## src/bfga_pkg.sv

```systemverilog
// ----------------------------------------------------------------------------
// bfga_pkg
// Shared types and codes for the best-fit range allocator.
// ----------------------------------------------------------------------------
package bfga_pkg;
    localparam logic CMD_ALLOC = 1'b0;
    localparam logic CMD_ADD   = 1'b1;

    localparam logic [1:0] ST_OK      = 2'd0;
    localparam logic [1:0] ST_NOFIT   = 2'd1;
    localparam logic [1:0] ST_FULL    = 2'd2;
    localparam logic [1:0] ST_IGNORED = 2'd3;

    localparam int OFFSET_BITS = 48;
    localparam int TOTAL_BITS  = 49;

    typedef struct packed {
        logic                   cmd;
        logic [OFFSET_BITS-1:0] start;
        logic [31:0]            size;
    } t_cmd;

    typedef struct packed {
        logic                   found;
        logic [OFFSET_BITS-1:0] position;
        logic [1:0]             status;
        logic [TOTAL_BITS-1:0]  total_free;
    } t_res;
endpackage

```

## src/bfga_front.sv

```systemverilog
// ----------------------------------------------------------------------------
// bfga_front
// Accepts command beats into a short queue and hands them to the engine.
// ----------------------------------------------------------------------------
module bfga_front import bfga_pkg::*; (
    input  logic i_clk,
    input  logic i_rst_n,
    input  logic i_valid,
    output logic o_ready,
    input  t_cmd i_cmd,
    output logic o_valid,
    input  logic i_ready,
    output t_cmd o_cmd
);
    t_cmd       r_q [2];
    logic       r_wp, r_rp;
    logic [1:0] r_cnt;
    logic       w_push, w_pop;

    assign o_ready = (r_cnt != 2'd2);
    assign o_valid = (r_cnt != 2'd0);
    assign o_cmd   = r_q[r_rp];
    assign w_push  = i_valid && o_ready;
    assign w_pop   = o_valid && i_ready;

    always_ff @(posedge i_clk) begin
        if (w_push) begin
            r_q[r_wp] <= i_cmd;
        end
        if (!i_rst_n) begin
            r_wp <= 1'b0;
            r_rp <= 1'b0;
            r_cnt <= 2'd0;
        end else begin
            if (w_push) r_wp <= ~r_wp;
            if (w_pop) r_rp <= ~r_rp;
            r_cnt <= r_cnt + {1'b0, w_push} - {1'b0, w_pop};
        end
    end
endmodule

```

## config.mk

```make
export PLATFORM = sky130hd
export DESIGN_NAME = bfga_front
export DESIGN_NICKNAME = d
export VERILOG_FILES = /design/src/bfga_pkg.sv /design/src/bfga_front.sv
export SDC_FILE = /design/constraint.sdc
export NUM_CORES = 1
export LEC_CHECK = 0
export ABC_AREA = 0
export BUFFER_PORTS_ARGS = -buffer_cell sky130_fd_sc_hd__buf_4
export CORE_UTILIZATION = 40
export CTS_BUF_LIST = sky130_fd_sc_hd__clkbuf_8 sky130_fd_sc_hd__clkbuf_16
export CTS_CLUSTER_DIAMETER = 200
export CTS_CLUSTER_SIZE = 16
export DETAILED_ROUTE_END_ITERATION = 16
export PLACE_DENSITY = 0.63
export SYNTH_ARGS = -nofsm -noshare
export SYNTH_HDL_FRONTEND = slang
export SYNTH_SLANG_ARGS = --single-unit
```

## constraint.sdc

```tcl
create_clock -name i_clk -period 6.4 [get_ports i_clk]
set_input_delay 0 -clock i_clk [delete_from_list [all_inputs] [get_ports i_clk]]
set_output_delay 0 -clock i_clk [all_outputs]
set_load 0.01 [all_outputs]
```

==> impl_metrics.yaml, run 1 <==
finish:
  fin_nets: 626
  final_util_pct: 58.55
  drive_above_1_share_pct: 51.09
  nFillCells: 1192
  antenna_cells: 0
  syn2layout_area_growth_pct: 42.95
global_route:
  track_usage_pct: 14.23
  overflow: 0
  grt_pass1_vias: 3475
  antenna_found_initial: 0
  grt_pass1_wl_um: 17440
  grt_max_degree: 82
timing:
  grt_setup_unrepaired: "false"
  finalHoldViolations: 0
  max_freq_mhz: 378.6
  finalSetupViolCount: 0
  fin_crit_ns: 2.641
  worst_pin_slew_ns: 1.132
  fin_worst_skew_ns: 0.007887
  slew_headroom_pct: 24.51
  setup-tns-final_ns: 0
  post-route-period-util_pct: 41.27
  slew_violations: 0
detailed_routing:
  ant_nets: 0
  wl_per_cell_um: 15.07
  viasPerCell: 4.385
  drt_first_iter_violations: 147
  wl_um: 11580
  num_vias: 3368
  drc: 0
  drtPass1Iterations: 6
synth:
  ys.warnings.count: 0
  yosys.area.top_type: "edfxtp_1"
  synth-edff-count: 162
  synthTopCellsByCount: "edfxtp_1 (162), mux2_4 (80), buf_12 (8), dfxtp_1 (5), xnor2_1 (3)"
  yosysSeqAreaShare_pct: 76.59
  synth_cells: 276
  syn-cell-area_mm2: 0.006482
  synth.avg_cell_area_um2: 23.49
  synth_area_leaders: "edfxtp_1 (75%), mux2_4 (19%), buf_12 (2.5%)"
  ys_types: 18
  ys_ff_latch: 167
  yosysMostFrequentCell: "edfxtp_1"
  syn_nets: 363
  synth_top_area_share_pct: 75.04
  synthFlopType: "edfxtp_1"
  ys_async_sr_fraction_pct: 0
job:
  maxCapViolCount: 0
critical_path:
  cp-start-kind: "flop"
  cp_slowest_cell: "dfxtp_4"
  worstPathArrival_ns: 2.64
  path_cells: "buf_4 > mux2_2 > buf_4"
  crit_required_ns: 6.40
  cpPeakStageDelay_ns: 0.79
  path_max_fanout: 45
  path_class: "flop to output port"
  crit_top_cell: "buf_4"
  end_kind: "output port"
placement:
  hpwl_um: 6940
  port_buffers: 167
  gp_congestion: 0.6805
hold_path:
  hp-class: "input pin to flop"
power_and_ir_drop:
  leakagePower_uw: 0.003642
  vdd_drop_max_mv: 0.2662
  power_density_mw_per_mm2: 359.1
outcome:
  status: "completed"
floorplan:
  std_cell_rows: 46
  die_h_um: 129.3
  die_w_um: 129.3
  core_area_mm2: 0.01583
  start_util_pct: 40.96
  io_pins: 168
  die_area_mm2: 0.01672
cts:
  cts_made_buffers: 17
  root_buffer: "clkbuf_16"
  cts_setup_buffers: 0
  path_clk_slew_ns: 0.06
  insertion_delay_ns: 0.42
  cts_tree: "built"
  cts-resized-gates: 0
  htreeDepth: 4
  clockBufferDepth: 2
  cts_hold_buffers: 83
  numClockSinks: 167
## cells by family after synthesis
kind of cell	after synthesis	share of synthesized area [%]
buf+inv	10	2.702
xor+xnor	3	0.4054
mux	82	18.86
simple gates	11	0.9458
fa+ha+maj	2	0.3860
flops	167	76.59
compound gates	1	0.1159
## metrics by stage
step                      hold slack, ns  power (uW)  instances  instance area (um2)  setup slack [ns]
after floorplan                  0.09887        2056        276                 6482             1.844
after global placement            0.1850        2348        653                 7874             4.154
after detailed placement          0.1875        2363        653                 7874             4.143
after CTS                        0.04854        3376        768                 9266             3.688
after global routing             0.09175        3479        768                 9266             3.617
final                            0.05764        3328        768                 9266             3.759
## layout make-up
type                            count  area, um2  share of cell area (%)
Clock inverter                     15      136.4                   1.472
Multi-Input combinational cell     99       1355                   14.62
Sequential cell                   167       4969                   53.62
Clock buffer                       17      425.4                   4.591
Inverter                            1      3.754                 0.04051
Timing Repair Buffer              253       2107                   22.74
Tap cell                          216      270.3                   2.917
## worst max-delay path, delay by kind of cell, from the launching register on
family | cells | cell delay (ns)
DFF | 1 | 0.79
muxes | 1 | 0.41
buffers and inverters | 2 | 0.90
## where the power goes
part / leakage, uW / switching (uW) / internal (uW)
combinational: 0.00180 / 367 / 538
sequential: 0.00156 / 78.8 / 1380
clock: 0.000282 / 400 / 568
## worst paths after layout
path | startpoint | to | slack [ns] | depth (start not counted)
worst max register to register | r_cnt[0]$_SDFF_PN0_ | r_q[1][15]$_DFFE_PP_ | 4.48 | 2
worst min register to register | r_wp$_SDFFE_PN0N_ | r_wp$_SDFFE_PN0N_ | 0.53 | 2
worst min-delay path | i_ready | flop | 0.06 | 4
worst max-delay path | flop | o_cmd[80] | 3.76 | 3
## state kept, by name (all words and copies together) (netlist names), named ones only
register  flops
r_q         162
r_cnt         2
r_wp          1
r_rp          1
## routing by layer
metal	up-vias	routed length (um)	GRT usage [%]
met5	-	0	0
met4	0	211	6.782
met3	20	708	4.335
met2	108	5948	24.26
met1	1628	4707	16.39
li1	1612	-	-
## layout by cell type (no fill, tap or decap)
cell type,synthesis,routed
mux2_2,1,1
o21a_1,1,1
clkbuf_16,0,17
and3_4,0,1
inv_1,1,3
clkinv_2,0,3
buf_4,0,170
mux2i_1,1,1
and2_1,2,2
dfxtp_1,5,4
clkinv_1,0,3
dfxtp_4,0,1
or2_2,1,1
inv_6,0,2
nand2_1,2,2
ha_1,2,2
nor2_4,0,1
clkinv_4,0,2
nor2b_1,2,2
mux2_4,80,80
bufinv_16,0,2
clkinvlp_4,0,1
xnor2_1,3,3
dlygate4sd3_1,0,83
edfxtp_1,162,162
nand2b_1,2,2
No activity file was read; power rests on OpenSTA's default activity.
==> inputs of run 2 (changes only) <==
Settings changed: ABC_AREA 0 to 1.
Clock period 6.4 ns to 2.5 ns, I/O delays scaled along.
==> run 2 against run 1 <==
Flip-flop and latch count unchanged. Setup slack worse by 3.2 ns. Sequential power increased to 2.5 times the previous value. Clock skew grew 0.00090 ns. Via count is 2.9% higher. Clock power increased by 150%. First-iteration DRC count up 29%. Critical path type unchanged. Total power grew to 2.6 times the previous value. Register-to-register slack got worse by 3.7 ns. Global-route usage grew 0.17 points. Synthesized area hardly changed.
==> impl_metrics.yaml, run 2 <==
finish:
  drive_above_1_share_pct: 49.74
  final_util_pct: 58.65
  final_common_cell: "buf_4"
  final_cells: 785
  design_area_mm2: 0.009316
  top_register: "r_q"
  mostFrequentLayoutCells: "buf_4 (174), edfxtp_1 (162), dlygate4sd3_1 (84)"
  reg_top3: "r_q x162, r_cnt x2"
  fin_nets: 644
  largest_reg_flops: 162
  antenna_cells: 0
  syn2layout_area_growth_pct: 43.58
critical_path:
  crit_required_ns: 2.50
  end_kind: "output port"
  path_max_fanout: 27
  worstPathArrival_ns: 1.98
  r2r_setup_slack_ns: 0.76
  path_class: "flop to output port"
  cp-start-kind: "flop"
synth:
  yosysSeqAreaShare_pct: 76.51
  ys_async_sr_fraction_pct: 0
  ys.warnings.count: 0
  synth_area_leaders: "edfxtp_1 (75%), mux2_4 (19%), buf_12 (2.5%)"
  syn-cell-area_mm2: 0.006489
  syn_nets: 375
  synth_cells: 288
  synth.avg_cell_area_um2: 22.53
  ys_types: 12
  synth-edff-count: 162
  yosys.area.top_type: "edfxtp_1"
  ys_ff_latch: 167
  synthFlopType: "edfxtp_1"
  synth_top_area_share_pct: 74.97
  synthTopCellsByCount: "edfxtp_1 (162), mux2_4 (80), nand2_1 (9), buf_12 (8), nor2_1 (8)"
  yosysMostFrequentCell: "edfxtp_1"
global_route:
  overflow: 0
  grt_max_degree: 47
  antenna_found_initial: 0
  track_usage_pct: 14.40
  grt_pass1_vias: 3681
  grt_pass1_wl_um: 17800
detailed_routing:
  ant_nets: 0
  drtPass1Iterations: 4
  num_vias: 3465
  drc: 0
  drt_first_iter_violations: 189
  viasPerCell: 4.414
  wl_um: 11910
  wl_per_cell_um: 15.18
outcome:
  status: "completed"
job:
  maxCapViolCount: 0
timing:
  grt_setup_unrepaired: "false"
  slew_violations: 0
  setup-tns-final_ns: 0
  fin_hold_ws_ns: 0.3100
  fin_worst_skew_ns: 0.008787
  worst_pin_slew_ns: 0.6496
  max_freq_mhz: 505.9
  finalHoldViolations: 0
  slew_headroom_pct: 56.69
  post-route-period-util_pct: 79.07
  fin_crit_ns: 1.977
  finalSetupViolCount: 0
power_and_ir_drop:
  leakagePower_uw: 0.003703
  power_density_mw_per_mm2: 911.2
  vdd_drop_max_mv: 0.6089
floorplan:
  std_cell_rows: 46
  core_area_mm2: 0.01589
  die_w_um: 129.4
  io_pins: 168
  start_util_pct: 40.85
  die_h_um: 129.4
  die_area_mm2: 0.01674
cts:
  htreeDepth: 4
  numClockSinks: 167
  path_clk_slew_ns: 0.06
  root_buffer: "clkbuf_16"
  cts_tree: "built"
  insertion_delay_ns: 0.41
  clockBufferDepth: 2
  cts_made_buffers: 17
placement:
  gp_congestion: 0.6769
  port_buffers: 167
  place_inst: 670
  hpwl_um: 7370
  place_area_mm2: 0.007929
hold_path:
  hp-class: "input pin to flop"
## run 2: routing by layer
metal | GRT usage (%) | up-vias | share of wire, %
met5 | 0 | - | 0
met4 | 6.990 | 0 | 1.8
met3 | 4.005 | 18 | 5.8
met2 | 24.76 | 108 | 51
met1 | 16.60 | 1682 | 42
li1 | - | 1657 | -
## run 2: cell type report
cell class                 count  area [um2]
clock buffer                  17       425.4
timing repair buffer         259        2167
sequential                   167        4969
tap                          216       270.3
inverter                       7       30.03
fill                        1217        6569
multi-input combinational    105        1334
clock inverter                14       121.4
## run 2: repair_timing
action | 4_1_cts | 5_1_grt
hold endpoints to repair | 167 | 0
endpoints found under the setup margin | 0 | 0
hold buffers | 84 | 0
gates resized for setup | 0 | 0
setup buffers | 0 | 0
## run 2: where the power goes
group	switching, uW	total [uW]	internal [uW]
Sequential	169	3720	3550
Combinational	1010	2360	1350
Clock	972	2410	1440
Total	2150	8490	6340
## run 2: critical path, cell delays in order (launching register included)
cell	delay, ns
dfxtp_4	0.67
buf_4	0.40
mux2_4	0.34
buf_4	0.14
## run 2: stage by stage
| stage | setup WS [ns] | total power, uW |
|---|---|---|
| 2_1_floorplan | 0.2242 | 5210 |
| 3_5_place_dp | 0.7890 | 6067 |
| 6_report | 0.5233 | 8489 |
| 3_3_place_gp | 0.8489 | 6016 |
| 4_1_cts | 0.4548 | 8585 |
| 5_1_grt | 0.4101 | 8853 |
## run 2: worst paths after layout
kind / cells past startpoint / start / end
worst max-delay path: 3 / flop / o_cmd[15]
worst min-delay path: 2 / i_cmd[9] / r_q[1][9]$_DFFE_PP_
worst max register to register: 5 / r_cnt[0]$_SDFF_PN0_ / r_q[1][37]$_DFFE_PP_
worst min register to register: 2 / r_rp$_SDFFE_PN0P_ / r_rp$_SDFFE_PN0P_
## run 2: logic make-up after synthesis
| logic type | Yosys count | share of synthesized area, % |
|---|---|---|
| flip-flops | 167 | 76.51 |
| multiplexers | 81 | 18.68 |
| AND/OR/NAND/NOR | 20 | 1.215 |
| buffers and inverters | 16 | 3.047 |
| AO/OA/AOI/OAI | 2 | 0.1543 |
| adder cells (fa/ha/maj) | 2 | 0.3856 |
